[config.mk]
export PLATFORM = sky130hd
export DESIGN_NAME = cel_fifo
export DESIGN_NICKNAME = d
export VERILOG_FILES = /design/src/sv/cel_pkg.sv /design/src/sv/cel_fifo.sv
export SDC_FILE = /design/constraint.sdc
export NUM_CORES = 1
export LEC_CHECK = 0
export BUFFER_PORTS_ARGS = -buffer_cell sky130_fd_sc_hd__buf_2
export CAP_MARGIN = 20
export CELL_PAD_IN_SITES_DETAIL_PLACEMENT = 1
export CELL_PAD_IN_SITES_GLOBAL_PLACEMENT = 1
export CORE_ASPECT_RATIO = 0.75
export CORE_MARGIN = 1.5
export CORE_UTILIZATION = 35
export DETAILED_ROUTE_END_ITERATION = 7
export GPL_ROUTABILITY_DRIVEN = 0
export HOLD_SLACK_MARGIN = 0.05
export PLACE_DENSITY_LB_ADDON = 0.25
export SLEW_MARGIN = 20
export SYNTH_ARGS = -nofsm -noshare
export SYNTH_HDL_FRONTEND = slang
export SYNTH_SLANG_ARGS = --single-unit
[constraint.sdc]
create_clock -name clk -period 2.05 [get_ports clk]
set_clock_uncertainty 0.05 [all_clocks]
set_input_delay 0.5125 -clock clk [delete_from_list [all_inputs] [get_ports clk]]
set_output_delay 0.5125 -clock clk [all_outputs]
set_load 0.02 [all_outputs]
[src/sv/cel_pkg.sv]
// Package of shared types, constants and the logarithm table of the loss accumulator.
package cel_pkg;

  localparam int LN_TABLE_DEPTH = 64;
  localparam int IDX_W = $clog2(LN_TABLE_DEPTH);
  localparam int PROD_W = 16 + IDX_W;
  localparam int LN_W = 25;
  localparam int TERM_W = 28;
  localparam int FIFO_DEPTH = 4;
  localparam int FIFO_PTR_W = $clog2(FIFO_DEPTH);
  localparam int FIFO_CNT_W = $clog2(FIFO_DEPTH + 1);
  localparam int DIV_STEPS = 49;
  localparam int DIV_CNT_W = $clog2(DIV_STEPS);
  localparam int CFG_IDX_W = 2;

  localparam logic [CFG_IDX_W-1:0] REG_MEAN_EN = 2'd0;
  localparam logic [CFG_IDX_W-1:0] REG_USE_WEIGHTS = 2'd1;

  localparam logic signed [29:0] LN_ZERO = -30'sd268435456;
  localparam logic signed [15:0] WEIGHT_ONE = 16'sd4096;

  typedef logic [LN_W-1:0] ln_tab_t [0:LN_TABLE_DEPTH];

  typedef struct packed {
    logic signed [TERM_W-1:0] term;
    logic kept;
    logic row_end;
    logic batch_end;
    logic clamp;
  } cel_item_t;

  typedef enum logic [2:0] {
    ST_ACC, ST_ROW, ST_FIN, ST_DIV, ST_SGN, ST_EMIT
  } cel_state_t;

  function automatic longint unsigned udiv(longint unsigned n, longint unsigned d);
    longint unsigned q;
    longint unsigned r;
    q = 0;
    r = 0;
    for (int b = 63; b >= 0; b--) begin
      r = (r << 1) | ((n >> b) & 64'd1);
      if (r >= d) begin
        r = r - d;
        q = q | (64'd1 << b);
      end
    end
    return q;
  endfunction

  function automatic ln_tab_t ln_build();
    ln_tab_t t;
    longint unsigned d, den, y, y2, p, s, k;
    d = LN_TABLE_DEPTH;
    for (int i = 0; i <= LN_TABLE_DEPTH; i++) begin
      den = 2 * d + longint'(i);
      y = udiv((longint'(i) << 30) + (den >> 1), den);
      y2 = (y * y + (64'd1 << 29)) >> 30;
      p = y;
      s = 0;
      k = 1;
      for (int j = 0; j < 40; j++) begin
        if (p != 0) begin
          s = s + udiv(p, k);
          p = (p * y2 + (64'd1 << 29)) >> 30;
        end
        k = k + 2;
      end
      t[i] = LN_W'((2 * s + 32) >> 6);
    end
    return t;
  endfunction

  localparam ln_tab_t LN_TAB = ln_build();

endpackage

[src/sv/cel_fifo.sv]
// Short queue of computed terms between the front pipeline and the accumulator.
module cel_fifo import cel_pkg::*; (
  input  logic      clk,
  input  logic      rst,
  input  logic      push,
  input  cel_item_t push_item,
  output logic      full,
  input  logic      pop,
  output logic      valid,
  output cel_item_t head
);

  cel_item_t mem [0:FIFO_DEPTH-1];
  logic [FIFO_PTR_W-1:0] wr_ptr, rd_ptr;
  logic [FIFO_CNT_W-1:0] count;

  assign full = (count == FIFO_CNT_W'(FIFO_DEPTH));
  assign valid = (count != '0);
  assign head = mem[rd_ptr];

  always_ff @(posedge clk) begin
    if (rst) begin
      wr_ptr <= '0;
      rd_ptr <= '0;
      count <= '0;
    end else begin
      if (push) wr_ptr <= wr_ptr + FIFO_PTR_W'(1);
      if (pop) rd_ptr <= rd_ptr + FIFO_PTR_W'(1);
      if (push && !pop) count <= count + FIFO_CNT_W'(1);
      else if (pop && !push) count <= count - FIFO_CNT_W'(1);
    end
    if (push) mem[wr_ptr] <= push_item;
  end

endmodule

# ---- Yosys cells after proc, flatten, opt, wreduce, memory -nomap -nowiden
# Memory sizes are Yosys's and may differ from the RTL's. A register that Yosys moved wholly into a read port is not among the register bits.
# Index checks and enable logic that the tools add are counted.
dict set report op_classes {
  n_mux 6
  reduce_logical 6
  eq_ne 1
  add_sub_neg 4
}
# operator n
set op_table {}
lappend op_table {{3-bit 2-to-1 mux} 2}
lappend op_table {{2-bit by 1-bit adder with 2-bit output, second input constant} 2}
lappend op_table {{2-bit 2-to-1 mux} 2}
lappend op_table {{3-bit by 1-bit adder with 3-bit output, second input constant} 1}
lappend op_table {{3-bit == test, second input constant} 1}
lappend op_table {{3-bit nonzero test} 1}
lappend op_table {{3-bit by 1-bit subtractor with 3-bit output, second input constant} 1}
lappend op_table {{1-bit logical AND} 2}
lappend op_table {{1-bit zero test} 2}
lappend op_table {{1-bit 2-to-1 mux} 2}
lappend op_table {{2-bit nonzero test} 1}
dict set report totals {
  word_cells 21
  n_memories 1
  reg_bits 7
  mem_bits_rw 128
  inputBits 36
  output_inout_bits 34
}
# memory words word_bits rd rd_ports_with_merged_regs write_ports line_no
set memory_table {}
lappend memory_table {mem 4 32 1 1 1 cel_fifo.sv:13} ;# cel_item_t mem [0:FIFO_DEPTH-1];

# ---- Logic depth before layout (Yosys ltp)
dict set report logic_depth {
  word_depth 4
  mapped_depth 7
  mapped_depth_nobuf 7
}

# ---- Worst setup path after synthesis
# No wires, ideal clock.
dict set report synth_path {
  path_type {input-to-reg}
  start {input pop}
  end {register count[2]}
  required_time_ns 1.930
  stages 7
  setup_time_ns 0.070
  n_path_buf 0
  t_arrival_ns 1.703
  setup_slack_ns 0.227
  cell_sequence {inv_1 -> ha_1 -> inv_1 -> fa_1 -> xor2_1 -> or3_1 -> a21oi_1}
}
dict set report synth_between {
  elab_chain_len 3
  word_cells_on_any_way 5
  cone_classes {mux: 1; reduce/logical: 4}
}
# item line_no
set synth_rtl {}
lappend synth_rtl {{from (decl)} cel_fifo.sv:8} ;# input logic pop,
lappend synth_rtl {{1-bit zero test} cel_fifo.sv:29} ;# if (push && !pop) count <= count + FIFO_CNT_W'(1);
lappend synth_rtl {{1-bit logical AND} cel_fifo.sv:29}
lappend synth_rtl {{3-bit 2-to-1 mux / 2-bit nonzero test (equally long branches)} n/a}
lappend synth_rtl {{to (signal assigned)} cel_fifo.sv:29}
lappend synth_rtl {{to (signal assigned)} cel_fifo.sv:30} ;# else if (pop && !push) count <= count - FIFO_CNT_W'(1);
lappend synth_rtl {{to (decl)} cel_fifo.sv:15} ;# logic [FIFO_CNT_W-1:0] count;
# Parallel ways exist; a longest one is shown, timed or not.
# A chain may end at the register's enable or synchronous reset.

==> summary.md <==
| Metric | Value |
|---|---|
| Final period util | 110% |
| Post-synthesis register bit count | 137 |
| Cell type with the largest total area after synthesis | edfxtp_1 |
| Sequential share of the synthesized area | roughly four fifths |
| DRC violations left | 0 |
| R2r worst-path depth | 4 |
| Pwr dens | 1150 mW/mm^2 |
| Flop2flop setup slack | 0.52 ns |
| Total power | roughly 7.6 mW |
| Post-Syn Nets | 253 |
| Final hold slack | 0.270 ns |
| Critical R2R Launch | count[0] |
| Vias in the first global route | approximately 2700 |
| Leak | 2.30 nW |
| Area of the mapped netlist | 0.00509 sq mm |
| Die Wd | 142 um |
| H-Tree Depth | 4 |
| Num rows | 37 |
| RSZ-0062 raised after global routing | yes |
| Worst setup SP type | flop |
| Die H | between 100 and 150 um |
| Placement Setup Slack | between 0.005 and 0.006 ns |
| Layout net count | between 300 and 400 |
| Main synth FF type | edfxtp_1 |
| WP data required | 1.49 ns |
| Beginning of the worst hold path | push_item[28] |
| Clk pin slew, worst setup/hold paths | around 0.060 ns |
| Placed Instances | 479 |
| Netlist cell types | 21 |
| Initial core utilization | 36.5% |
| CP Max Fanout | 9 |
| Final Util | 47.2% |
| Routed wire length | 9.70 mm |
| Die ar. | between 0.015 and 0.02 sq mm |
| Port Buffers | 69 |
| Remaining antenna violation count | 0 |
| Worst reg2reg path endpoint | count[2] |
| Failing checks | setup timing |
| Critical Path AT | 1.69 ns |
| # setup viols final | 32 |
| Post-DP HPWL | a little under 6 mm |
| Layout area overhead | 29.3% |
| Worst-margin pin slew | 0.262 ns |
| Worst path max stage delay | 0.54 ns |
| CTS Sinks | 137 |
| Antenna violations before repair | 1 |
| Worst slew margin | around 83% |
| Hold EP | mem[0][28] |
| GRT Util Overall | 14.3% |
| CP Class | reg2out |
| Nature of the critical path endpoint | primary output |
| Drt via density | 4.60 |
| Minimum clock period | approximately 2.2 ns |
| TritonCTS Buffers | 17 |
| Post-Synthesis Cells | 211 |
| Synth warnings | 0 |
| Yosys top cell area share | between 70% and 80% |
| Root buf cell | clkbuf_16 |
| Crit-path slowest cell | mux4_2 |
| Worst hold path depth | 1 |
| Fin. Hold Viols | 0 |
| Max Fclk | 445 MHz |
| Async S/R FF share, synth | 0% |
| Max-cap violations | 0 |
| I/O pins | 70 |
| First-pass GRT wire length | 15.3 mm |
| Core area | around 0.014 sq mm |
| Largest net degree at the start of global routing | 33 |
| Routed length per instance | 18.9 um |
| Final worst setup slack | -0.198 ns |
| Peak VDD IR | between 600 and 700 uV |
| Hold crit path type | in2reg |
| Initial DRC count | 96 |
| Clock buffer depth | 2 |
| Post-DP Area | 0.00576 sq mm |
| Top cells by area, synth | edfxtp_1, mux4_2, dfxtp_1, ha_1, buf_12 |
| Initial DRT Pass Iterations | 4 |
| Post-route setup TNS | -5.05 ns |
| Post-synth EDFFs | 128 |
| Mean Syn Cell Area | 24.1 sq um |
| Cell area after layout | 0.00658 sq mm |
| Clock tree from TritonCTS | yes |
| Outcome | complete, but fails checks |
| Post-Layout Cell Count | 513 |
| Share of cells above drive strength 1 | 47.0% |
| Overflow after GRT | 0 |
| Clk Latency, worst-skew pair | 0.40 ns |
| Worst-path cell chain | buf_12 -> mux4_2 -> buf_2 |
| DR vias | 2359 |
| Max-slew violation count | 0 |
-- synthesized netlist by cell type, types with 3 or more instances --
master and count:
inv_1 4, buf_2 3, ha_1 5, nor2_1 7, xor2_1 3, and2_1 4
dfxtp_1 9, mux4_2 30, edfxtp_1 128, buf_12 3
-- cells by family (layout without fill, tap and decap cells) --
group / Yosys count / in the layout / share of synthesized area, %
fa+ha+maj: 6 / 6 / 1.62
buf+inv: 12 / 118 / 2.07
mux: 34 / 34 / 14.7
xor+xnor: 5 / 5 / 0.861
other cells: 0 / 1 / 0
flops: 137 / 137 / 79.1
compound gates: 2 / 2 / 0.197
simple gates: 15 / 15 / 1.48
-- flip-flops by register name, summed over array words and instances (netlist names), named ones only --
| signal | flops |
|---|---|
| count | 3 |
| mem | 128 |
| rd_ptr | 2 |
| wr_ptr | 2 |
-- layout by cell type, fill, tap and decap left out, drive strengths merged, types with 2 or more instances in the layout --
cell type / instances
clkbuf: 18
edfxtp: 128
mux2i: 2
dfxtp: 9
and2: 4
xor2: 3
buf: 83
nor2: 7
xnor2: 2
or3: 2
ha: 5
bufinv: 7
mux4: 32
inv: 4
clkinv: 6
-- worst max-delay path by stage --
stage	from	endpoint	slack, ns	cells after the start
after floorplan	pop	count[2]	0.23	7
after global placement	pop	count[2]	0.05	8
after detailed placement	pop	count[2]	0.005	8
after CTS	flop	head[19]	-0.29	4
after global routing	flop	head[27]	-0.28	3
final	flop	head[8]	-0.20	3
-- what timing repair did --
item | in CTS | in global routing
buffers inserted | 2 | 0
gates resized for setup | 35 | 4
cloned | 2 | 0
hold buffers | 0 | 0
pin swaps | 0 | 0
setup endpoints to repair | 32 | 32
-- power breakdown --
part | internal, mW | leakage, nW | switching, mW
clock | 2.39 | 0.331 | 1.10
sequential | 3.21 | 1.25 | 0.0493
combinational | 0.389 | 0.713 | 0.433
-- metal layers --
metal	up-vias	wire length, um	track usage [%]
met2	53	4610	21.5
met5	-	0	0
li1	1067	-	-
met4	0	41	4.42
met1	1235	4540	18.6
met3	4	500	6.63
-- area by class of cell --
class | count | area, sq um
inverters | 4 | 15.0
flip-flops and latches | 137 | 4030
fillers | 1285 | 7360
clock inverters | 13 | 250
diodes | 1 | 2.50
repair buffers | 83 | 648
multi-input cells | 62 | 961
clock buffers | 18 | 429
well taps | 195 | 244
-- worst max-delay path: cells and delay by family (launching register included) --
family | cells | cell delay, ns
DFF | 1 | 0.40
muxes | 1 | 0.54
buffers and inverters | 2 | 0.34
Power figures use the tool's default switching activity.
