===== src/sv/cel_pkg.sv =====
// Package of shared types, constants and the logarithm table of the loss accumulator.
package cel_pkg;

  localparam int LN_TABLE_DEPTH = 64;
  localparam int IDX_W = $clog2(LN_TABLE_DEPTH);
  localparam int PROD_W = 16 + IDX_W;
  localparam int LN_W = 25;
  localparam int TERM_W = 28;
  localparam int FIFO_DEPTH = 4;
  localparam int FIFO_PTR_W = $clog2(FIFO_DEPTH);
  localparam int FIFO_CNT_W = $clog2(FIFO_DEPTH + 1);
  localparam int DIV_STEPS = 49;
  localparam int DIV_CNT_W = $clog2(DIV_STEPS);
  localparam int CFG_IDX_W = 2;

  localparam logic [CFG_IDX_W-1:0] REG_MEAN_EN = 2'd0;
  localparam logic [CFG_IDX_W-1:0] REG_USE_WEIGHTS = 2'd1;

  localparam logic signed [29:0] LN_ZERO = -30'sd268435456;
  localparam logic signed [15:0] WEIGHT_ONE = 16'sd4096;

  typedef logic [LN_W-1:0] ln_tab_t [0:LN_TABLE_DEPTH];

  typedef struct packed {
    logic signed [TERM_W-1:0] term;
    logic kept;
    logic row_end;
    logic batch_end;
    logic clamp;
  } cel_item_t;

  typedef enum logic [2:0] {
    ST_ACC, ST_ROW, ST_FIN, ST_DIV, ST_SGN, ST_EMIT
  } cel_state_t;

  function automatic longint unsigned udiv(longint unsigned n, longint unsigned d);
    longint unsigned q;
    longint unsigned r;
    q = 0;
    r = 0;
    for (int b = 63; b >= 0; b--) begin
      r = (r << 1) | ((n >> b) & 64'd1);
      if (r >= d) begin
        r = r - d;
        q = q | (64'd1 << b);
      end
    end
    return q;
  endfunction

  function automatic ln_tab_t ln_build();
    ln_tab_t t;
    longint unsigned d, den, y, y2, p, s, k;
    d = LN_TABLE_DEPTH;
    for (int i = 0; i <= LN_TABLE_DEPTH; i++) begin
      den = 2 * d + longint'(i);
      y = udiv((longint'(i) << 30) + (den >> 1), den);
      y2 = (y * y + (64'd1 << 29)) >> 30;
      p = y;
      s = 0;
      k = 1;
      for (int j = 0; j < 40; j++) begin
        if (p != 0) begin
          s = s + udiv(p, k);
          p = (p * y2 + (64'd1 << 29)) >> 30;
        end
        k = k + 2;
      end
      t[i] = LN_W'((2 * s + 32) >> 6);
    end
    return t;
  endfunction

  localparam ln_tab_t LN_TAB = ln_build();

endpackage


===== src/sv/cel_if.sv =====
// Channel interfaces of the loss accumulator: input items, results and register writes.
interface cel_in_if;
  import cel_pkg::*;
  logic valid;
  logic ready;
  logic [15:0] prob;
  logic [15:0] target;
  logic signed [15:0] class_weight;
  logic row_kept;
  logic last_in_row;
  logic last_of_batch;
  modport source (output valid, prob, target, class_weight, row_kept, last_in_row,
                  last_of_batch, input ready);
  modport sink (input valid, prob, target, class_weight, row_kept, last_in_row,
                last_of_batch, output ready);
  modport monitor (input valid, ready, prob, target, class_weight, row_kept, last_in_row,
                   last_of_batch);
endinterface



===== src/sv/cel_front.sv =====
// Front pipeline: takes elements and computes each weighted log term.
module cel_front import cel_pkg::*; (
  input  logic      clk,
  input  logic      rst,
  cel_in_if.sink    in_ch,
  input  logic      use_weights,
  input  logic      q_full,
  output logic      q_push,
  output cel_item_t q_item
);

  logic en;
  logic v1, v2, v3, v4, v5;

  logic [15:0] s1_prob, s1_target;
  logic signed [15:0] s1_w;
  logic s1_kept, s1_re, s1_be;

  logic [LN_W-1:0] s2_lo, s2_diff;
  logic [15:0] s2_rem, s2_target;
  logic [3:0] s2_sh;
  logic s2_zero;
  logic signed [15:0] s2_w;
  logic s2_kept, s2_re, s2_be;

  logic signed [29:0] s3_lnv;
  logic [15:0] s3_target;
  logic signed [15:0] s3_w;
  logic s3_kept, s3_re, s3_be, s3_clamp;

  logic [44:0] s4_p1;
  logic [15:0] s4_absw;
  logic s4_neg, s4_kept, s4_re, s4_be, s4_clamp;

  logic [3:0] e;
  logic [31:0] m_full;
  logic [PROD_W-1:0] prod;
  logic [IDX_W-1:0] idx;
  logic [IDX_W:0] idx_hi;
  logic [40:0] prod2;
  logic [LN_W-1:0] interp;
  logic [28:0] ln_base;
  logic signed [29:0] lnv;
  logic [28:0] absl;
  logic [60:0] p2;
  logic [25:0] mag;

  assign en = !v5 || !q_full;
  assign in_ch.ready = en;
  assign q_push = v5 && !q_full;

  always_comb begin
    e = 4'd0;
    for (int b = 1; b < 16; b++) begin
      if (s1_prob[b]) e = 4'(b);
    end
    m_full = 32'(s1_prob) << (5'd16 - {1'b0, e});
    prod = PROD_W'(m_full[15:0]) * PROD_W'(LN_TABLE_DEPTH);
    idx = prod[PROD_W-1:16];
    idx_hi = {1'b0, idx} + (IDX_W+1)'(1);
  end

  always_comb begin
    prod2 = 41'(s2_diff) * 41'(s2_rem) + 41'd32768;
    interp = s2_lo + LN_W'(prod2 >> 16);
    ln_base = 29'(s2_sh) * 29'(LN_TAB[LN_TABLE_DEPTH]);
    lnv = s2_zero ? LN_ZERO : (signed'(30'(interp)) - signed'(30'(ln_base)));
  end

  always_comb begin
    absl = (s3_lnv < 0) ? 29'(-s3_lnv) : 29'(s3_lnv);
    p2 = 61'(s4_p1) * 61'(s4_absw);
    mag = 26'((p2 + (61'd1 << 34)) >> 35);
  end

  always_ff @(posedge clk) begin
    if (rst) begin
      v1 <= 1'b0;
      v2 <= 1'b0;
      v3 <= 1'b0;
      v4 <= 1'b0;
      v5 <= 1'b0;
    end else if (en) begin
      v1 <= in_ch.valid;
      v2 <= v1;
      v3 <= v2;
      v4 <= v3;
      v5 <= v4;
    end
    if (en) begin
      s1_prob <= in_ch.prob;
      s1_target <= in_ch.target;
      s1_w <= use_weights ? in_ch.class_weight : WEIGHT_ONE;
      s1_kept <= in_ch.row_kept;
      s1_re <= in_ch.last_in_row | in_ch.last_of_batch;
      s1_be <= in_ch.last_of_batch;

      s2_lo <= LN_TAB[idx];
      s2_diff <= LN_TAB[idx_hi] - LN_TAB[idx];
      s2_rem <= prod[15:0];
      s2_sh <= 4'd15 - e;
      s2_zero <= (s1_prob == 16'd0);
      s2_target <= s1_target;
      s2_w <= s1_w;
      s2_kept <= s1_kept;
      s2_re <= s1_re;
      s2_be <= s1_be;

      s3_lnv <= lnv;
      s3_target <= s2_target;
      s3_w <= s2_w;
      s3_kept <= s2_kept;
      s3_re <= s2_re;
      s3_be <= s2_be;
      s3_clamp <= s2_zero && (s2_target != 16'd0) && s2_kept;

      s4_p1 <= 45'(absl) * 45'(s3_target);
      s4_absw <= (s3_w < 0) ? 16'(-s3_w) : 16'(s3_w);
      s4_neg <= (s3_lnv > 0) != (s3_w < 0);
      s4_kept <= s3_kept;
      s4_re <= s3_re;
      s4_be <= s3_be;
      s4_clamp <= s3_clamp;

      q_item.term <= s4_neg ? -signed'(TERM_W'(mag)) : signed'(TERM_W'(mag));
      q_item.kept <= s4_kept;
      q_item.row_end <= s4_re;
      q_item.batch_end <= s4_be;
      q_item.clamp <= s4_clamp;
    end
  end

endmodule


===== src/flat_wrapper.sv =====
// flat-port wrapper written by rule: the top's interface ports become plain ports
module cel_front_flat import cel_pkg::*;
  (clk, rst, use_weights, q_full, q_push, q_item, in_ch_valid, in_ch_prob, in_ch_target, in_ch_class_weight, in_ch_row_kept, in_ch_last_in_row, in_ch_last_of_batch, in_ch_ready);
  cel_in_if in_ch_i ();
  input  logic clk;
  input  logic rst;
  input  logic use_weights;
  input  logic q_full;
  output logic q_push;
  output cel_item_t q_item;
  input wire logic [$bits(in_ch_i.valid)-1:0] in_ch_valid;
  input wire logic [$bits(in_ch_i.prob)-1:0] in_ch_prob;
  input wire logic [$bits(in_ch_i.target)-1:0] in_ch_target;
  input wire logic [$bits(in_ch_i.class_weight)-1:0] in_ch_class_weight;
  input wire logic [$bits(in_ch_i.row_kept)-1:0] in_ch_row_kept;
  input wire logic [$bits(in_ch_i.last_in_row)-1:0] in_ch_last_in_row;
  input wire logic [$bits(in_ch_i.last_of_batch)-1:0] in_ch_last_of_batch;
  output wire logic [$bits(in_ch_i.ready)-1:0] in_ch_ready;
  assign in_ch_i.valid = in_ch_valid;
  assign in_ch_i.prob = in_ch_prob;
  assign in_ch_i.target = in_ch_target;
  assign in_ch_i.class_weight = in_ch_class_weight;
  assign in_ch_i.row_kept = in_ch_row_kept;
  assign in_ch_i.last_in_row = in_ch_last_in_row;
  assign in_ch_i.last_of_batch = in_ch_last_of_batch;
  assign in_ch_ready = in_ch_i.ready;
  cel_front u_core (.clk(clk), .rst(rst), .in_ch(in_ch_i), .use_weights(use_weights), .q_full(q_full), .q_push(q_push), .q_item(q_item));
endmodule

===== config.mk =====
export PLATFORM = sky130hd
export DESIGN_NAME = cel_front_flat
export DESIGN_NICKNAME = d
export VERILOG_FILES = /design/src/sv/cel_pkg.sv /design/src/sv/cel_if.sv /design/src/sv/cel_front.sv /design/src/flat_wrapper.sv
export SDC_FILE = /design/constraint.sdc
export NUM_CORES = 2
export LEC_CHECK = 0
export BUFFER_PORTS_ARGS = -buffer_cell sky130_fd_sc_hd__buf_2
export CAP_MARGIN = 40
export CORE_UTILIZATION = 50
export DETAILED_ROUTE_END_ITERATION = 12
export PLACE_DENSITY = 0.66
export SYNTH_ARGS = -nofsm -noshare
export SYNTH_HDL_FRONTEND = slang
export SYNTH_SLANG_ARGS = --single-unit

===== constraint.sdc =====
create_clock -name clk -period 20.2 [get_ports clk]
set_input_delay 2.02 -clock clk [delete_from_list [all_inputs] [get_ports clk]]
set_output_delay 2.02 -clock clk [all_outputs]
set_load 0.01 [all_outputs]

# Yosys cells after proc, flatten, opt, wreduce, memory -nomap -nowiden
# Memory sizes are Yosys's and may differ from the RTL's.
# Cells that the tools add are included.
[totals]
n_memories = 2
in_bits = 56
reg_bits = 319
mem_bits_ro = 6400
elab_cells = 98
[classes]
n_lt_le_gt_ge = 5
n_eq_ne = 1
n_reduce_logical = 8
mux = 22
shifts = 1
bitwise_logic = 3
addsub = 11
n_mul = 4
[memory_table]
columns = ["name", "words", "word_bits", "rd", "rd_ports_with_merged_regs", "write_ports", "line", "source"]
rows = [
  ["(name not given)", 128, 25, 1, 0, 0, "cel_front.sv:99", "s2_diff <= LN_TAB[idx_hi] - LN_TAB[idx];"],
  ["(name not given)", 128, 25, 1, 0, 0, "cel_front.sv:98", "s2_lo <= LN_TAB[idx];"],
]
[ops]
columns = ["cell", "count"]
rows = [
  ["$mux 25", 4],
  ["$add 61x35->61 const B", 1],
  ["$mul 45x16->61", 1],
  ["$mux 4", 14],
  ["$mul 29x16->45", 1],
  ["$add 41x16->41 const B", 1],
  ["$mul 25x10->35", 1],
  ["$gt 29x1->1 const B", 1],
  ["$lt 29x1->1 const B", 1],
  ["$mux 29", 1],
  ["$neg 29->29", 1],
  ["$sub 25x28->29", 1],
  ["$neg 26->28", 1],
  ["$mux 26", 1],
  ["$add 25x25->25", 1],
  ["$mul 4x21->25 const B", 1],
  ["$sub 25x25->25", 1],
  ["$logic_not 16->1", 1],
  ["$lt 16x1->1 const B", 1],
  ["$mux 16", 1],
  ["$neg 16->16", 1],
  ["$reduce_bool 16->1", 1],
  ["$shl 16x5->16", 1],
  ["$ge 7x8->1 const B", 1],
  ["12 further kinds", 15],
]

# Logic depth before layout (Yosys ltp)
[logic_depth]
word_depth = 23
depth_mapped = 45

# Worst setup path before layout
# OpenSTA, ideal clock, no wires.
[synth_path]
path_kind = "input port to output port"
startpoint = "in q_full"
endpoint = "out in_ch_ready"
slack_ns = 9.494
t_arrival_ns = 8.686
required_time_ns = 18.180
n_path_buf = 0
path_stages = 1
cell_sequence = "nand2_1"
[synth_between]
elab_chain_cells = 2
[synth_lines]
columns = ["element", "line", "source"]
rows = [
  ["from (decl)", "flat_wrapper.sv:8", "input logic q_full;"],
  ["$logic_not 1->1", "cel_front.sv:48", "assign en = !v5 || !q_full;"],
  ["$logic_or 1x1->1", "cel_front.sv:48", ""],
  ["to (decl)", "flat_wrapper.sv:18", "output wire logic [$bits(in_ch_i.ready)-1:0] in_ch_ready;"],
]
# No other way between the ends.

# Final worst setup path
[layout_path]
startpoint = "reg u_core.s1_prob[15]"
endpoint = "reg u_core.s2_diff[24], data pin"
[layout_between]
elab_chain_cells = 9
elab_cells_between_ends = 13
classes_between = "3 x add/sub; 1 x shift; 5 x mux; 2 x bitwise; 2 x memory"
[layout_lines]
columns = ["element", "line", "source"]
rows = [
  ["from (decl)", "cel_front.sv:15", "logic [15:0] s1_prob, s1_target;"],
  ["from (signal assigned)", "cel_front.sv:91", "s1_prob <= in_ch.prob;"],
  ["$mux 4", "cel_front.sv:55", "if (s1_prob[b]) e = 4'(b);"],
  ["$sub 5x4->5", "cel_front.sv:57", "m_full = 32'(s1_prob) << (5'd16 - {1'b0, e});"],
  ["$shl 16x5->16 (*)", "cel_front.sv:57", ""],
  ["$add 6x1->7", "cel_front.sv:60", "idx_hi = {1'b0, idx} + (IDX_W+1)'(1);"],
  ["$not 7->8 (implied by the code)", "cel_front.sv:99", ""],
  ["$mem_v2 128x25", "-", ""],
  ["$mux 25 (implied by the code) (2 in series)", "cel_front.sv:99", ""],
  ["$sub 25x25->25 (*)", "cel_front.sv:99", ""],
  ["to (signal assigned)", "cel_front.sv:99", ""],
  ["to (decl)", "cel_front.sv:19", "logic [LN_W-1:0] s2_lo, s2_diff;"],
]
# Mark *: on every way between the ends. The rest lies on a longest branch, timed or not. The select of a mux whose other input is x is not followed.
# A chain may end at the register's enable or synchronous reset.

==> impl_metrics.yaml <==
outcome:
  status: "complete, no violations"
synth:
  syn-instance-count: 7141
  synth-simple-area-share_pct: 16.7
  synth_area_um2: 64700
  synth_compound_area_share_pct: 9.56
  synth_top_cell_area_share_pct: 36.0
  synth_seq_area_share_pct: 14.7
  synth.distinct_cells: 102
  synth-xor-area-share_pct: 3.65
  synth_area_leader_cell: "fa_1"
  synth_top_family_by_area: "adder cells"
  async_reset_ff_share_pct: 0
  synth_edf_count: 313
  synth_flop_cell: "edfxtp_1"
  synth.avg_cell_area_um2: 9.05
  synthMuxAreaShare_pct: 0.449
  syn_nets: 8855
  ys_ff_latch: 318
  synthTopCellsByArea: "fa_1, edfxtp_1, ha_1"
  yosys.area_share.adder_pct: 45.6
  yosys_warnings: 0
sta:
  clock_skew_ns: 0.0475
  fmax_mhz: 89.9
  rsz0062_at_grt: "false"
  tightest_slew_ns: 0.970
  hold_ws_ns: 0.383
  hold_viol_final: 0
  setup_viol: 0
  slew-limit-headroom_pct: 35.3
  fin_tns_setup_ns: 0
  post-route-period-util_pct: 55.1
  layout_min_cycle_time_ns: 11.13
  maxSlewViolCount: 0
floorplan:
  die_area_um2: 131000
  core_area_um2: 128000
  rows: 131
  die_x_um: 362
  die_y_um: 362
  initial_core_util_pct: 50.6
  pin_count: 90
clocking:
  cts_resized: 0
  cts_buffer_depth: 3
  numCtsBuffers: 42
  post_cts_buffers: 0
  clock_sinks: 318
  cts_max_level: 2
  clockRootBuffer: "clkbuf_16"
  cts_tree: "yes"
  insertion_delay_ns: 0.64
  hold_buffers: 0
  cts.clk_slew.worst_paths_ns: 0.07
finish:
  filler_cell_count: 11700
  drive_gt1_share_pct: 5.23
  final_nets: 8740
  register_area_um2: 9500
  syn_to_final_growth_pct: 5.86
  multi_input_area_um2: 49300
place:
  numPortBuffers: 89
  hpwl_um: 133000
  gp_congestion: 0.916
critical_path:
  cpMostUsedCell: "o21ai_0"
  required_ns: 20.59
  cp_slowest_cell: "ha_1"
  arrival_ns: 11.51
  crit_type: "flop to flop"
  cp-start-kind: "flop"
  critPathCaptureType: "flop"
  crit_fanout: 67
  max_stage_delay_ns: 0.74
drt:
  drt_iter0_drc: 4050
  routed_wl_um: 177000
  avgViaCountPerCell: 5.72
  routedWlPerCell_um: 20.2
  drc: 0
  vias: 49900
  detail-route-antenna-nets: 0
  first_pass_iters: 6
global_route:
  grt_pass1_wl_um: 284000
  grt_max_degree: 75
  grt_overflow: 0
  grt_pass1_vias: 52000
  antenna_found_initial: 6
  grt_util_all_layers_pct: 27.6
hold_path:
  hold_class: "flop to flop"
flow_run:
  maxCapViolations: 0
[cell families after synthesis]
kind of cell / count (synthesis)
simple gates: 2337
mux: 22
xor+xnor: 268
flops: 318
fa+ha+maj: 1658
compound gates: 939
buf+inv: 1599
[final timing paths]
check / start / endpoint / slack [ns] / cells after the start
max reg2reg: u_core.s1_prob[15] / u_core.s2_diff[24] / 9.07 / 34
max: u_core.s1_prob[15] / u_core.s2_diff[24] / 9.07 / 34
min: u_core.s2_w[15] / u_core.s3_w[15] / 0.38 / 0
min reg2reg: u_core.s2_w[15] / u_core.s3_w[15] / 0.38 / 0
[through the flow]
stage / cell area, µm² / setup WS, ns / util (%) / instances
3_3_place_gp: 66800 / 9.45 / 52.2 / 8629
2_1_floorplan: 64700 / 9.49 / - / 7141
5_1_grt: 68400 / 8.29 / 53.5 / 8722
3_5_place_dp: 66900 / 9.29 / 52.4 / 8643
6_report: 68400 / 9.07 / 53.5 / 8725
4_1_cts: 68400 / 9.26 / 53.5 / 8721
[synthesized netlist by cell type, drive strengths merged, types with 16 or more instances]
library cell,instances
a31oi,43
nand4,22
xor2,86
nand3,84
o31ai,31
nor2,274
edfxtp,313
a211oi,32
o21a,35
inv,1227
xnor2,182
a21oi,250
fa,1164
nand2,1227
nor2b,25
clkbuf,323
o311ai,17
and3,32
o21bai,19
ha,494
a311oi,16
o211ai,42
and2,494
buf,45
nand2b,26
nor4,17
a21o,78
o21ai,213
nor3,73
[routing by layer]
| layer | wire length, µm | track usage, % | vias to the layer above | share of wire [%] |
|---|---|---|---|---|
| met5 | 34 | 0 | - | 0.019 |
| met3 | 14700 | 5.03 | 353 | 8.3 |
| met4 | 6040 | 9.46 | 6 | 3.4 |
| li1 | - | - | 22300 | - |
| met1 | 73500 | 37.0 | 25200 | 42 |
| met2 | 82400 | 44.9 | 2081 | 47 |
[critical path: cells and delay by family (launching register included)]
| family | cells | cell delay (ns) |
|---|---|---|
| muxes | 1 | 0.62 |
| DFF | 1 | 0.50 |
| adders and majority gates | 5 | 2.50 |
| AOI/OAI and AO/OA | 17 | 3.53 |
| buffers and inverters | 6 | 2.40 |
| and+or+nand+nor | 5 | 1.28 |
[layout make-up]
type	instances	share of cell area [%]
antenna	3	0.0110
clock buffer	47	1.59
clock inverter	31	0.558
inverter	1231	6.75
multi-input combinational	5224	72.1
sequential	318	13.9
tap	1662	3.04
timing repair buffer	209	2.10
[sequential cells by signal, indices dropped and copies added, names as in the netlist, 4 cells and up]
signal / flops
u_core.q_item: 32
u_core.s1_prob: 16
u_core.s1_target: 16
u_core.s1_w: 16
u_core.s2_diff: 25
u_core.s2_lo: 24
u_core.s2_rem: 10
u_core.s2_sh: 4
u_core.s2_target: 16
u_core.s2_w: 16
u_core.s3_lnv: 29
u_core.s3_target: 16
u_core.s3_w: 16
u_core.s4_absw: 16
u_core.s4_p1: 45
[layout by cell type, fill, tap and decap left out, drive strengths merged, types with 16 or more instances in the layout]
cell / count
a31oi: 43
nand3: 84
nand2: 1227
o311ai: 17
nor2b: 25
o21bai: 19
a211oi: 32
o21a: 35
buf: 209
nor2: 274
nand4: 22
a21oi: 250
o211ai: 42
edfxtp: 313
a21o: 78
o31ai: 31
ha: 494
clkbuf: 47
and3: 32
clkinv: 17
a311oi: 16
o21ai: 213
xor2: 86
nand2b: 26
xnor2: 182
inv: 1235
nor4: 17
fa: 1164
and2: 494
nor3: 73
Power is not shown: default switching activity piles up to over one toggle a cycle in this logic, so the estimate is an artifact.
