File: src/sv/cel_pkg.sv
// Package of shared types, constants and the logarithm table of the loss accumulator.
package cel_pkg;

  localparam int LN_TABLE_DEPTH = 64;
  localparam int IDX_W = $clog2(LN_TABLE_DEPTH);
  localparam int PROD_W = 16 + IDX_W;
  localparam int LN_W = 25;
  localparam int TERM_W = 28;
  localparam int FIFO_DEPTH = 4;
  localparam int FIFO_PTR_W = $clog2(FIFO_DEPTH);
  localparam int FIFO_CNT_W = $clog2(FIFO_DEPTH + 1);
  localparam int DIV_STEPS = 49;
  localparam int DIV_CNT_W = $clog2(DIV_STEPS);
  localparam int CFG_IDX_W = 2;

  localparam logic [CFG_IDX_W-1:0] REG_MEAN_EN = 2'd0;
  localparam logic [CFG_IDX_W-1:0] REG_USE_WEIGHTS = 2'd1;

  localparam logic signed [29:0] LN_ZERO = -30'sd268435456;
  localparam logic signed [15:0] WEIGHT_ONE = 16'sd4096;

  typedef logic [LN_W-1:0] ln_tab_t [0:LN_TABLE_DEPTH];

  typedef struct packed {
    logic signed [TERM_W-1:0] term;
    logic kept;
    logic row_end;
    logic batch_end;
    logic clamp;
  } cel_item_t;

  typedef enum logic [2:0] {
    ST_ACC, ST_ROW, ST_FIN, ST_DIV, ST_SGN, ST_EMIT
  } cel_state_t;

  function automatic longint unsigned udiv(longint unsigned n, longint unsigned d);
    longint unsigned q;
    longint unsigned r;
    q = 0;
    r = 0;
    for (int b = 63; b >= 0; b--) begin
      r = (r << 1) | ((n >> b) & 64'd1);
      if (r >= d) begin
        r = r - d;
        q = q | (64'd1 << b);
      end
    end
    return q;
  endfunction

  function automatic ln_tab_t ln_build();
    ln_tab_t t;
    longint unsigned d, den, y, y2, p, s, k;
    d = LN_TABLE_DEPTH;
    for (int i = 0; i <= LN_TABLE_DEPTH; i++) begin
      den = 2 * d + longint'(i);
      y = udiv((longint'(i) << 30) + (den >> 1), den);
      y2 = (y * y + (64'd1 << 29)) >> 30;
      p = y;
      s = 0;
      k = 1;
      for (int j = 0; j < 40; j++) begin
        if (p != 0) begin
          s = s + udiv(p, k);
          p = (p * y2 + (64'd1 << 29)) >> 30;
        end
        k = k + 2;
      end
      t[i] = LN_W'((2 * s + 32) >> 6);
    end
    return t;
  endfunction

  localparam ln_tab_t LN_TAB = ln_build();

endpackage

File: src/sv/cel_if.sv


interface cel_out_if;
  logic valid;
  logic ready;
  logic signed [31:0] row_loss;
  logic signed [31:0] batch_loss;
  logic [15:0] kept_rows;
  logic saturated;
  logic final_res;
  modport source (output valid, row_loss, batch_loss, kept_rows, saturated, final_res,
                  input ready);
  modport sink (input valid, row_loss, batch_loss, kept_rows, saturated, final_res,
                output ready);
  modport monitor (input valid, ready, row_loss, batch_loss, kept_rows, saturated,
                   final_res);
endinterface


File: src/sv/cel_back.sv
// Accumulator: row and batch sums, the mean divider and the result register.
module cel_back import cel_pkg::*; (
  input  logic      clk,
  input  logic      rst,
  input  logic      mean_en,
  input  logic      q_valid,
  input  cel_item_t q_item,
  output logic      q_pop,
  cel_out_if.source out_ch
);

  cel_state_t state, state_next;
  logic signed [39:0] row_sum;
  logic signed [47:0] batch_sum;
  logic [15:0] row_counter;
  logic clamp_flag;
  logic cur_kept, cur_be;
  logic signed [31:0] row_loss, batch_loss;
  logic [48:0] div_num;
  logic [16:0] div_rem;
  logic [DIV_CNT_W-1:0] div_cnt;
  logic div_neg;
  logic emit_fire;

  logic o_valid;
  logic signed [31:0] o_row, o_batch;
  logic [15:0] o_kept;
  logic o_sat, o_final;

  logic signed [40:0] rs_add;
  logic signed [39:0] rs_sat;
  logic rs_ovf;
  logic signed [31:0] rl_sat;
  logic rl_ovf;
  logic signed [48:0] bs_add;
  logic signed [47:0] bs_sat;
  logic bs_ovf;
  logic signed [31:0] bl_sat;
  logic bl_ovf;
  logic [47:0] bs_abs;
  logic [16:0] rem_sh;
  logic div_bit;
  logic signed [49:0] q_signed;
  logic signed [31:0] q_sat;
  logic q_ovf;

  assign out_ch.valid = o_valid;
  assign out_ch.row_loss = o_row;
  assign out_ch.batch_loss = o_batch;
  assign out_ch.kept_rows = o_kept;
  assign out_ch.saturated = o_sat;
  assign out_ch.final_res = o_final;

  always_comb begin
    rs_add = 41'(row_sum) + 41'(q_item.term);
    rs_ovf = 1'b1;
    if (rs_add > 41'sd549755813887) rs_sat = 40'sh7FFFFFFFFF;
    else if (rs_add < -41'sd549755813888) rs_sat = 40'sh8000000000;
    else begin
      rs_sat = 40'(rs_add);
      rs_ovf = 1'b0;
    end

    rl_ovf = 1'b1;
    if (row_sum > 40'sd2147483647) rl_sat = 32'sh7FFFFFFF;
    else if (row_sum < -40'sd2147483648) rl_sat = 32'sh80000000;
    else begin
      rl_sat = 32'(row_sum);
      rl_ovf = 1'b0;
    end

    bs_add = 49'(batch_sum) + 49'(rl_sat);
    bs_ovf = 1'b1;
    if (bs_add > 49'sd140737488355327) bs_sat = 48'sh7FFFFFFFFFFF;
    else if (bs_add < -49'sd140737488355328) bs_sat = 48'sh800000000000;
    else begin
      bs_sat = 48'(bs_add);
      bs_ovf = 1'b0;
    end

    bl_ovf = 1'b1;
    if (batch_sum > 48'sd2147483647) bl_sat = 32'sh7FFFFFFF;
    else if (batch_sum < -48'sd2147483648) bl_sat = 32'sh80000000;
    else begin
      bl_sat = 32'(batch_sum);
      bl_ovf = 1'b0;
    end

    bs_abs = (batch_sum < 0) ? 48'(-batch_sum) : 48'(batch_sum);
    rem_sh = {div_rem[15:0], div_num[48]};
    div_bit = (rem_sh >= {1'b0, row_counter});

    q_signed = div_neg ? -signed'(50'(div_num)) : signed'(50'(div_num));
    q_ovf = 1'b1;
    if (q_signed > 50'sd2147483647) q_sat = 32'sh7FFFFFFF;
    else if (q_signed < -50'sd2147483648) q_sat = 32'sh80000000;
    else begin
      q_sat = 32'(q_signed);
      q_ovf = 1'b0;
    end
  end

  always_comb begin
    state_next = state;
    case (state)
      ST_ACC: if (q_valid && q_item.row_end) state_next = ST_ROW;
      ST_ROW: state_next = cur_be ? ST_FIN : ST_EMIT;
      ST_FIN: state_next = (mean_en && row_counter != 16'd0) ? ST_DIV : ST_EMIT;
      ST_DIV: if (div_cnt == DIV_CNT_W'(DIV_STEPS - 1)) state_next = ST_SGN;
      ST_SGN: state_next = ST_EMIT;
      ST_EMIT: if (!o_valid || out_ch.ready) state_next = ST_ACC;
      default: state_next = ST_ACC;
    endcase
  end

  always_comb begin
    q_pop = (state == ST_ACC) && q_valid;
    emit_fire = (state == ST_EMIT) && (!o_valid || out_ch.ready);
  end

  always_ff @(posedge clk) begin
    if (rst) begin
      state <= ST_ACC;
      row_sum <= '0;
      batch_sum <= '0;
      row_counter <= '0;
      clamp_flag <= 1'b0;
      o_valid <= 1'b0;
    end else begin
      state <= state_next;
      case (state)
        ST_ACC: begin
          if (q_pop) begin
            cur_kept <= q_item.kept;
            cur_be <= q_item.batch_end;
            if (q_item.kept) begin
              row_sum <= rs_sat;
              clamp_flag <= clamp_flag | q_item.clamp | rs_ovf;
            end
          end
        end
        ST_ROW: begin
          batch_loss <= '0;
          row_sum <= '0;
          if (cur_kept) begin
            row_loss <= rl_sat;
            batch_sum <= bs_sat;
            if (row_counter != 16'hFFFF) row_counter <= row_counter + 16'd1;
            clamp_flag <= clamp_flag | rl_ovf | bs_ovf;
          end else begin
            row_loss <= '0;
          end
        end
        ST_FIN: begin
          if (!mean_en) begin
            batch_loss <= bl_sat;
            clamp_flag <= clamp_flag | bl_ovf;
          end else begin
            div_num <= 49'(bs_abs) + 49'(row_counter >> 1);
            div_rem <= '0;
            div_cnt <= '0;
            div_neg <= (batch_sum < 0);
          end
        end
        ST_DIV: begin
          div_rem <= div_bit ? (rem_sh - {1'b0, row_counter}) : rem_sh;
          div_num <= {div_num[47:0], div_bit};
          div_cnt <= div_cnt + DIV_CNT_W'(1);
        end
        ST_SGN: begin
          batch_loss <= q_sat;
          clamp_flag <= clamp_flag | q_ovf;
        end
        ST_EMIT: begin
          if (emit_fire && cur_be) begin
            batch_sum <= '0;
            row_counter <= '0;
            clamp_flag <= 1'b0;
          end
        end
        default: ;
      endcase
      if (emit_fire) o_valid <= 1'b1;
      else if (out_ch.ready) o_valid <= 1'b0;
    end
    if (emit_fire) begin
      o_row <= row_loss;
      o_batch <= cur_be ? batch_loss : 32'sd0;
      o_kept <= row_counter;
      o_sat <= clamp_flag;
      o_final <= cur_be;
    end
  end

`ifndef NO_ASSERTIONS
  a_div_rem: assert property (@(posedge clk) disable iff (rst)
    state == ST_DIV |-> div_rem < {1'b0, row_counter})
    else $error("divider remainder not below divisor");
  a_row_clear: assert property (@(posedge clk) disable iff (rst)
    state == ST_FIN |-> row_sum == 40'sd0)
    else $error("row sum not cleared at batch end");
  a_batch_clear: assert property (@(posedge clk) disable iff (rst)
    emit_fire && cur_be |=> row_counter == 16'd0 && !clamp_flag && batch_sum == 48'sd0)
    else $error("batch state not cleared after final result");
  a_pop_idle: assert property (@(posedge clk) disable iff (rst)
    q_pop && q_item.row_end |=> state == ST_ROW)
    else $error("row end not handled");
`endif

endmodule

File: src/flat_wrapper.sv
// flat-port wrapper written by rule: the top's interface ports become plain ports
module cel_back_flat import cel_pkg::*;
  (clk, rst, mean_en, q_valid, q_item, q_pop, out_ch_valid, out_ch_row_loss, out_ch_batch_loss, out_ch_kept_rows, out_ch_saturated, out_ch_final_res, out_ch_ready);
  cel_out_if out_ch_i ();
  input  logic clk;
  input  logic rst;
  input  logic mean_en;
  input  logic q_valid;
  input  cel_item_t q_item;
  output logic q_pop;
  output wire logic [$bits(out_ch_i.valid)-1:0] out_ch_valid;
  output wire logic [$bits(out_ch_i.row_loss)-1:0] out_ch_row_loss;
  output wire logic [$bits(out_ch_i.batch_loss)-1:0] out_ch_batch_loss;
  output wire logic [$bits(out_ch_i.kept_rows)-1:0] out_ch_kept_rows;
  output wire logic [$bits(out_ch_i.saturated)-1:0] out_ch_saturated;
  output wire logic [$bits(out_ch_i.final_res)-1:0] out_ch_final_res;
  input wire logic [$bits(out_ch_i.ready)-1:0] out_ch_ready;
  assign out_ch_valid = out_ch_i.valid;
  assign out_ch_row_loss = out_ch_i.row_loss;
  assign out_ch_batch_loss = out_ch_i.batch_loss;
  assign out_ch_kept_rows = out_ch_i.kept_rows;
  assign out_ch_saturated = out_ch_i.saturated;
  assign out_ch_final_res = out_ch_i.final_res;
  assign out_ch_i.ready = out_ch_ready;
  cel_back u_core (.clk(clk), .rst(rst), .mean_en(mean_en), .q_valid(q_valid), .q_item(q_item), .q_pop(q_pop), .out_ch(out_ch_i));
endmodule
File: config.mk
export PLATFORM = sky130hd
export DESIGN_NAME = cel_back_flat
export DESIGN_NICKNAME = d
export VERILOG_FILES = /design/src/sv/cel_pkg.sv /design/src/sv/cel_if.sv /design/src/sv/cel_back.sv /design/src/flat_wrapper.sv
export SDC_FILE = /design/constraint.sdc
export NUM_CORES = 1
export LEC_CHECK = 0
export BUFFER_PORTS_ARGS = -buffer_cell sky130_fd_sc_hd__buf_4
export CAP_MARGIN = 20
export CORE_ASPECT_RATIO = 0.5
export CORE_MARGIN = 2
export CORE_UTILIZATION = 52
export DETAILED_ROUTE_END_ITERATION = 10
export PLACE_DENSITY = 0.72
export SLEW_MARGIN = 5
export SYNTH_ARGS = -nofsm -noshare
export SYNTH_HDL_FRONTEND = slang
export SYNTH_SLANG_ARGS = --single-unit
File: constraint.sdc
create_clock -name clk -period 4.76 [get_ports clk]
set_input_delay 0.238 -clock clk [delete_from_list [all_inputs] [get_ports clk]]
set_output_delay 0.238 -clock clk [all_outputs]
set_load 0.01 [all_outputs]
After elaboration in Yosys (flattened, before gate mapping)
Cells that the tools add are included.
Operators by class
  equal/unequal tests: 17
  add/subtract/negate cells: 8
  reduce and logical (&&, ||, !) cells: 25
  bitwise logic cells: 7
  mux-type cells: 55
  order comparisons: 12
Operators by type and width (count)
  $mux 48: 5
  $mux 32: 7
  $mux 40: 4
  $pmux 49 s2: 1
  $pmux 32 s3: 1
  $pmux 48 s2: 1
  $mux 16: 5
  $pmux 40 s2: 1
  $pmux 16 s2: 2
  $gt 50x32->1 const B: 1
  $lt 50x32->1 const B: 1
  $mux 50: 1
  $neg 49->50: 1
  $add 48x15->49: 1
  $add 48x32->49: 1
  $gt 49x48->1 const B: 1
  $lt 49x48->1 const B: 1
  $mux 49: 1
  $gt 48x32->1 const B: 1
  $lt 48x1->1 const B: 1
  $lt 48x32->1 const B: 1
  $neg 48->48: 1
  $add 40x28->41: 1
  $gt 41x40->1 const B: 1
  other kinds (34): 82
Storage, ports and cells
  flip-flop bits (word level): 329
  output and inout port bits: 84

Logic depth before layout (Yosys ltp)
Gate-level depths: netlist (run 1).
  word-level depth: 10
  gate-level depth with buffers: 20

Worst setup path before layout (run 1)
No wires, ideal clock.
  kind: register to register
  start point: reg u_core.batch_sum[47]
  end point: reg u_core.div_num[44], data pin
  stages on the path, launching flop included: 20
  period minus slack after synthesis: 5004 ps
  setup slack: -244 ps
  data arrival time: 4734 ps
  path buffers: 6
  cells stage by stage: dfxtp_1 > clkbuf_1 > buf_1 > clkbuf_1 > clkbuf_1 > clkbuf_1 > clkbuf_1 > o41ai_1 > xnor2_1 > ha_1 > and3_1 > a221oi_1 > o22ai_1 > nand4_1 > a311oi_2 > nand4_4 > or3b_4 > nor2_1 > xor2_1 > a21oi_1
Between the ends
  cells in the longest elaborated chain, start to end: 5
Ends and longest elaborated chain
  start, declared: line cel_back.sv:14  | logic signed [47:0] batch_sum;
  start signal, assigned: line cel_back.sv:147  | batch_sum <= bs_sat;
  $lt 48x1->1: line cel_back.sv:89  | bs_abs = (batch_sum < 0) ? 48'(-batch_sum) : 48'(batch_sum);
  $mux 48: line cel_back.sv:89
  $add 48x15->49: line cel_back.sv:159  | div_num <= 49'(bs_abs) + 49'(row_counter >> 1);
  $mux 49: line cel_back.sv:155  | if (!mean_en) begin
  $pmux 49 s2: line cel_back.sv:131  | case (state)
  end signal, assigned: line cel_back.sv:159
  end signal, assigned: line cel_back.sv:167  | div_num <= {div_num[47:0], div_bit};
  end, declared: line cel_back.sv:19  | logic [48:0] div_num;
Every way passes these cells. The select of a mux whose other input is x is not followed.
A chain may end at the register's enable or synchronous reset.

Final worst setup path (run 1)
  start point: reg u_core.div_num[23]
  end point: reg u_core.batch_loss[1], data pin
Between the ends
  cells in the longest elaborated chain, start to end: 6
  elaborated cells between the ends (all ways): 7
  those cells by class: 1 x add/sub; 2 x order compare; 4 x mux
Ends and longest elaborated chain
  $neg 49->50: line cel_back.sv:93  | q_signed = div_neg ? -signed'(50'(div_num)) : signed'(50'(div_num));
  $mux 50 (*): line cel_back.sv:93
  $lt 50x32->1: line cel_back.sv:96  | else if (q_signed < -50'sd2147483648) q_sat = 32'sh80000000;
  $mux 32: line cel_back.sv:96
  $mux 32 (*): line cel_back.sv:95  | if (q_signed > 50'sd2147483647) q_sat = 32'sh7FFFFFFF;
  $pmux 32 s3 (*): line cel_back.sv:131
  end signal, assigned: line cel_back.sv:156  | batch_loss <= bl_sat;
  end signal, assigned: line cel_back.sv:171  | batch_loss <= q_sat;
  end, declared: line cel_back.sv:18  | logic signed [31:0] row_loss, batch_loss;
Every way passes the cells marked *; elsewhere a longest branch is shown, timed or not.

==> metrics.md, run 1 <==
| Metric | Value |
|---|---|
| Initial core utilization | a little over half |
| Post-CTS setup buffers | 0 |
| CTS tree | yes |
| Top delay family on crit path | simple AND/OR/NAND/NOR gates |
| Placed insts | 3203 |
| Worst path max stage delay | 650 ps |
| Commonest cells after routing, fill and taps aside | 307 x nand2_1, 220 x edfxtp_1, 186 x buf_4 |
| Crit path max fanout | 31 |
| Sequential area share after synthesis | between 30 and 40% |
| Max transition margin | 20.8% |
| Hold WS | ~70 ps |
| M1 GR Usage | between 40% and 50% |
| Layout cells sized above 1 | 11.3% |
| ANT cells | 0 |
| Number of max-cap violations | 0 |
| RSZ-0062 raised after global routing | true |
| Critical Path RT | about 5000 ps |
| Peak VDD IR | about 0.28 mV |
| Worst-path clk slew | 70 ps |
| Worst Hold Class | input pin to flip-flop |
| Total CTS buffers | 31 |
| PortBufs | 120 |
| Fin. Hold Viols | 0 |
| PwrDens | around 400 nW/um^2 |
| Clock sinks | 329 |
| Layout area overhead | 12.4% |
| Total Power | approximately 0.01 W |
| Critical path's slowest cell | or4_1 |
| Worst EP arrival | ~4700 ps |
| CP most frequent cell | or4_1 |
| Syn Nets | between 2000 and 3000 |
| Crit path kind | flip-flop to flip-flop |
| Mapped Cells | 2579 |
| # DRC | 0 |
| Synth Area per Inst | a little under 9 sq um |
| GR Overflow Total | 0 |
| Detailed placement HPWL | 47.2 mm |
| CP Launch Type | flip-flop |
| Worst setup margin | around 320 ps |
| Overall routing resource usage | between 20% and 30% |
| H-tree level count | 1 |
| Std-Cell Rows | 54 |
| Synth warn | 0 |
| Main synth FF type | edfxtp_1 |
| 1st-iter DRT viols | ~2000 |
| M3 GR Usage | about 5.2% |
| Post-Layout Cell Count | 3265 |
| Slew @ Worst Pin | between 1000 and 1500 ps |
| Die width | 300 um |
| Die area | 45700 sq um |
| Final Cycle Share | 93.2% |
| Async SR Flop Fraction | 0% |
| Gr busiest metal | met1 |
| F_max | between 200 and 250 MHz |
| IO Pins | roughly 120 |
| Max-slew violation count | 0 |
| RePlAce Congestion | ~1 |
| Core area | about 43000 sq um |
| Drt pass-1 iters | 6 |
| Status | finished, final reports clean |
| Mapped Area | around 23000 sq um |
| Routed Antenna Nets | 0 |
| Clock buffer depth | 3 |
| Setup TNS | 0 ps |
| Vias in the first global route | around 18000 |
| DR vias/cell | just over 6 |
| Worst Setup End Kind | flip-flop |
| GR met2 Demand/Resource | around 38% |
| Largest net degree at the start of global routing | between 90 and 100 |
| Post-synth EDFFs | 220 |
| Clk root buf | clkbuf_16 |
| Leak Pwr | roughly 9.9 nW |
| Wirelength per Cell | 19.3 um |
| Post-synth cell types | 90 |
| Global-route wire length before repair | just under 100 mm |
| Crit path cell chain | or4_1 -> or3_4 -> or3_1 -> or4_1 -> o21ai_0 -> nand2_1 -> a2111o_1 -> o21a_1 -> nand2b_1 -> buf_4 -> o221ai_1 |
| Clock Skews | approximately 16 ps |
| Most common cell after layout, fill and taps aside | nand2_1 |
| Period minus WS final | around 4400 ps |
| Synth Register Bits | ~330 |
| Die H | approximately 150 um |
| Worst-Skew Late Latency | 590 ps |
| CP Buf/Inv Count | 1 |
| Dpl ws | between 2 and 2.5 ps |
| Final WL | 62.9 mm |
| Nets | approximately 2800 |
| Routed vias | between 20000 and 25000 |
| Setup violators final | 0 |
| Initial antenna violation count | 1 |
worst reg2reg max path, cell delays in order (launching register included):
cell	delay, ps
edfxtp_1	460
or4_1	650
or3_4	450
or3_1	460
or4_1	560
o21ai_0	180
nand2_1	70
a2111o_1	380
o21a_1	240
nand2b_1	80
buf_4	330
o221ai_1	270
routing by layer:
layer	part of all wire [%]	vias to the layer above
met4	1.7	2
met2	41	818
met5	0.016	-
li1	-	9713
met1	47	9568
met3	9.8	79
state kept, by name (all words and copies together) (netlist names), 3 cells and up:
signal and count:
u_core.out_ch.batch_loss 32, u_core.out_ch.row_loss 32, u_core.out_ch.kept_rows 16, u_core.state 3, u_core.row_counter 16, u_core.batch_sum 48, u_core.row_sum 40, u_core.div_rem 16
u_core.div_num 49, u_core.batch_loss 32, u_core.div_cnt 6, u_core.row_loss 32
area by class of cell:
type,count,area [sq um]
clock inverters,23,245
well taps,588,736
clock buffers,33,783
fillers,3736,17800
flip-flops and latches,329,8790
inverters,74,278
multi-input cells,2025,13300
repair buffers,193,1500
report_power, final:
| group | total (W) | switching [W] | internal, W |
|---|---|---|---|
| sequential | 0.00353 | 0.000201 | 0.00333 |
| combinational | 0.00386 | 0.00245 | 0.00141 |
| clock | 0.00258 | 0.00116 | 0.00142 |
Yosys cell counts, drive strengths merged (7+ instances only):
| cell type | count | area, sq um |
|---|---|---|
| nor2b | 15 | 93.8 |
| o221ai | 34 | 298 |
| o22ai | 13 | 81.3 |
| o21a | 17 | 128 |
| mux2i | 7 | 70.1 |
| nor2 | 184 | 693 |
| a21o | 87 | 653 |
| inv | 73 | 274 |
| nand2b | 17 | 106 |
| nand4 | 46 | 303 |
| a31oi | 91 | 569 |
| and2 | 79 | 494 |
| nand2 | 307 | 1150 |
| clkbuf | 136 | 510 |
| and3 | 20 | 125 |
| nor4 | 29 | 206 |
| nand3 | 80 | 400 |
| a2111oi | 9 | 91.3 |
| o21bai | 20 | 150 |
| xor2 | 100 | 876 |
| dfxtp | 109 | 2180 |
| nor4b | 7 | 67.6 |
| o41ai | 20 | 190 |
| a21oi | 176 | 881 |
| a21boi | 9 | 67.6 |
| nand3b | 8 | 60.1 |
| or4 | 19 | 158 |
| or3 | 26 | 168 |
| edfxtp | 220 | 6610 |
| ha | 125 | 1560 |
| xnor2 | 130 | 1140 |
| nor3 | 59 | 307 |
| buf | 16 | 103 |
| or2 | 17 | 106 |
| a211oi | 22 | 178 |
| o31ai | 50 | 375 |
| o211ai | 10 | 75.1 |
| o21ai | 116 | 581 |
path summary, 6_finish.rpt:
path | from | to | slack (ps) | depth (start not counted)
max | u_core.div_num[23] | u_core.batch_loss[1] | 320 | 11
max reg2reg | u_core.div_num[23] | u_core.batch_loss[1] | 320 | 11
min reg2reg | u_core.row_loss[15] | u_core.out_ch.row_loss[15] | 410 | 0
min | rst | u_core.row_counter[0] | 70 | 2
through the flow:
step / utilization [%] / cell area (sq um)
finish: 59.0 / 25600
global route: 59.0 / 25600
detailed placement: 56.3 / 24500
CTS: 58.8 / 25500
floorplan: - / 22800
global placement: 56.3 / 24500
kinds of logic (layout without fill, tap and decap cells):
family | Yosys count | after routing | synth area share, %
xor gates and xnor gates | 230 | 230 | 8.83
adders and majority gates | 129 | 129 | 7.21
DFF | 329 | 329 | 38.5
AOI/OAI and AO/OA | 733 | 734 | 21.3
and+or+nand+nor | 924 | 924 | 19.9
buffers and inverters | 226 | 323 | 3.90
muxes | 8 | 8 | 0.356
repair_timing:
action / in CTS / in global routing
hold buffers: 4 / 0
pin swaps: 0 / 3
hold endpoints to repair: 4 / 0
gates cloned: 0 / 1
endpoints found under the setup margin: 1 / 57
gates resized for setup: 1 / 14
(Power assumes the default switching activity.)
==> run 2, diff against run 1 <==
- PLACE_DENSITY: 0.72 -> 0.7
- clock period: 4.76 -> 4.74 ns (I/O delays scaled with it)
==> metrics.md, run 2 (synthesis gave the netlist of run 1 again) <==
| Metric | Value |
|---|---|
| Status | finished, final reports clean |
| Critical Path RT | 5180 ps |
| PwrDens | a little under 400 nW/um^2 |
| Slew @ Worst Pin | 1090 ps |
| Reg with most FFs | u_core.div_num |
| CP Launch Type | flip-flop |
| Max-slew violation count | 0 |
| R2R depth | 17 |
| Clock Skews | ~38 ps |
| 1st-iter DRT viols | about 2100 |
| Crit path kind | flip-flop to flip-flop |
| Psw | about 0.0038 W |
| Largest regs | u_core.div_num (49), u_core.batch_sum (48), u_core.row_sum (40) |
| Peak VDD IR | between 0.2 and 0.3 mV |
| Die width | approximately 300 um |
| GR Overflow Total | 0 |
| RePlAce Congestion | approximately 0.95 |
| Internal | 0.00624 W |
| Commonest cells after routing, fill and taps aside | 307 x nand2_1, 220 x edfxtp_1, 184 x buf_4 |
| RSZ-0062 raised after global routing | true |
| Hold Path Stages | 3 |
| IO Pins | around 120 |
| Layout cells sized above 1 | between 10 and 15% |
| CTS tree | yes |
| Leak Pwr | between 9 and 10 nW |
| Std-Cell Rows | 54 |
| Final Cycle Share | 94.3% |
| Core area | 43400 sq um |
| ANT cells | 0 |
| F_max | approximately 220 MHz |
| Largest register FFs | 49 |
| Clock share of power | 26.3% |
| Final WL | roughly 63 mm |
| Worst Hold Class | input pin to flip-flop |
| Initial core utilization | between 50 and 60% |
| Placed insts | ~3200 |
| Switching Fraction | 38.0% |
| Worst-Skew Late Latency | approximately 540 ps |
| PortBufs | 120 |
| Most common cell after layout, fill and taps aside | nand2_1 |
| Wirelength per Cell | 19.2 um |
| Drt pass-1 iters | 6 |
| Die area | about 46000 sq um |
| Fillers | roughly 3800 |
| DR vias/cell | roughly 6.1 |
| Overall routing resource usage | between 20% and 30% |
| Worst-path clk slew | 70 ps |
| Logic gate share of total power | about two fifths |
| Detailed placement HPWL | ~47 mm |
| Clk root buf | clkbuf_16 |
| Clock sinks | 329 |
| Global-route wire length before repair | between 90 and 100 mm |
| # DRC | 0 |
| Vias in the first global route | 18085 |
| Post-Layout Cell Count | 3269 |
| Max transition margin | 27.5% |
| Setup violators final | 0 |
| Initial antenna violation count | 0 |
| Nets | 2822 |
| Routed vias | approximately 20000 |
| Number of max-cap violations | 0 |
| Crit path max fanout | 21 |
| Total CTS buffers | 34 |
| Clock buffer depth | 3 |
| Die H | 152 um |
| H-tree level count | 2 |
| Worst Setup End Kind | flip-flop |
| Sequential power share | 35.3% |
| Fin. Hold Viols | 0 |
| R2R setup slack | around 270 ps |
| Largest net degree at the start of global routing | 94 |
| Worst EP arrival | 4910 ps |
| Layout area overhead | 12.5% |
| Hold WS | just over 30 ps |
| Routed Antenna Nets | 0 |
| Period minus WS final | around 4500 ps |
[run 2: cell count changes in the layout (fill, tap and decap cells not counted), moves of 3 or more]
cell | previous run | this run
clkinv_2 | 6 | 9
clkbuf_16 | 31 | 36
inv_6 | 4 | 0
bufinv_16 | 4 | 1
clkinvlp_4 | 3 | 0
[run 2: worst paths after layout]
| check | start | end |
|---|---|---|
| max | u_core.row_sum[33] | u_core.batch_sum[35] |
| min | q_item[0] | u_core.clamp_flag |
| max reg2reg | u_core.row_sum[33] | u_core.batch_sum[35] |
| min reg2reg | u_core.row_loss[19] | u_core.out_ch.row_loss[19] |
[run 2: critical path, stage by stage, from the launching register on]
cell and delay (ps):
dfxtp_1 350, nor4_2 400, a21oi_4 180, a21o_1 220
ha_1 310, o21ai_0 120, a21boi_0 420, nand3_1 180
a2111oi_1 380, buf_4 190, o211ai_1 100, a2111oi_1 450
buf_4 190, o22ai_1 120, a21oi_2 240, buf_6 240
nand2_1 90, a31oi_1 190
[run 2: through the flow]
stage / setup TNS (ps) / setup slack, ps / utilization [%] / power [W] / instance area, sq um
final: 0 / 269 / 59.1 / 0.0101 / 25700
after global routing: -397 / -55.9 / 59.1 / 0.0106 / 25700
after CTS: 0 / 61.3 / 58.9 / 0.00999 / 25600
after detailed placement: 0 / 143 / 56.3 / 0.00734 / 24400
after global placement: 0 / 203 / 56.3 / 0.00731 / 24400
after floorplan: 0 / 23.1 / - / 0.00622 / 22800
[run 2: final cells by class]
| type | count | area, sq um | area share [%] |
|---|---|---|---|
| multi-input cells | 2024 | 13300 | 51.7 |
| flip-flops and latches | 329 | 8790 | 34.2 |
| repair buffers | 193 | 1510 | 5.89 |
| clock buffers | 42 | 943 | 3.67 |
| well taps | 588 | 736 | 2.87 |
| inverters | 74 | 278 | 1.08 |
| clock inverters | 19 | 144 | 0.560 |
[run 2: routing by layer]
| metal | global-route usage [%] | share of wire, % |
|---|---|---|
| met1 | 42.7 | 48 |
| met2 | 37.6 | 40 |
| met3 | 5.78 | 10 |
| met5 | 0 | 0 |
| met4 | 4.48 | 1.4 |
[run 2: power by group through the flow]
stage	Combinational, W	Clock [W]	Sequential [W]
finish	0.00387	0.00265	0.00355
global route	0.00423	0.00279	0.00357
CTS	0.00376	0.00269	0.00354
detailed placement	0.00374	0	0.00360
global placement	0.00372	0	0.00359
floorplan	0.00270	0	0.00352
[run 2: timing repair]
item                       in CTS  in global routing
hold endpoints to repair        8                  0
buffers inserted                0                  1
hold buffers                    4                  0
setup endpoints to repair       0                 83
gates resized for setup         0                 14
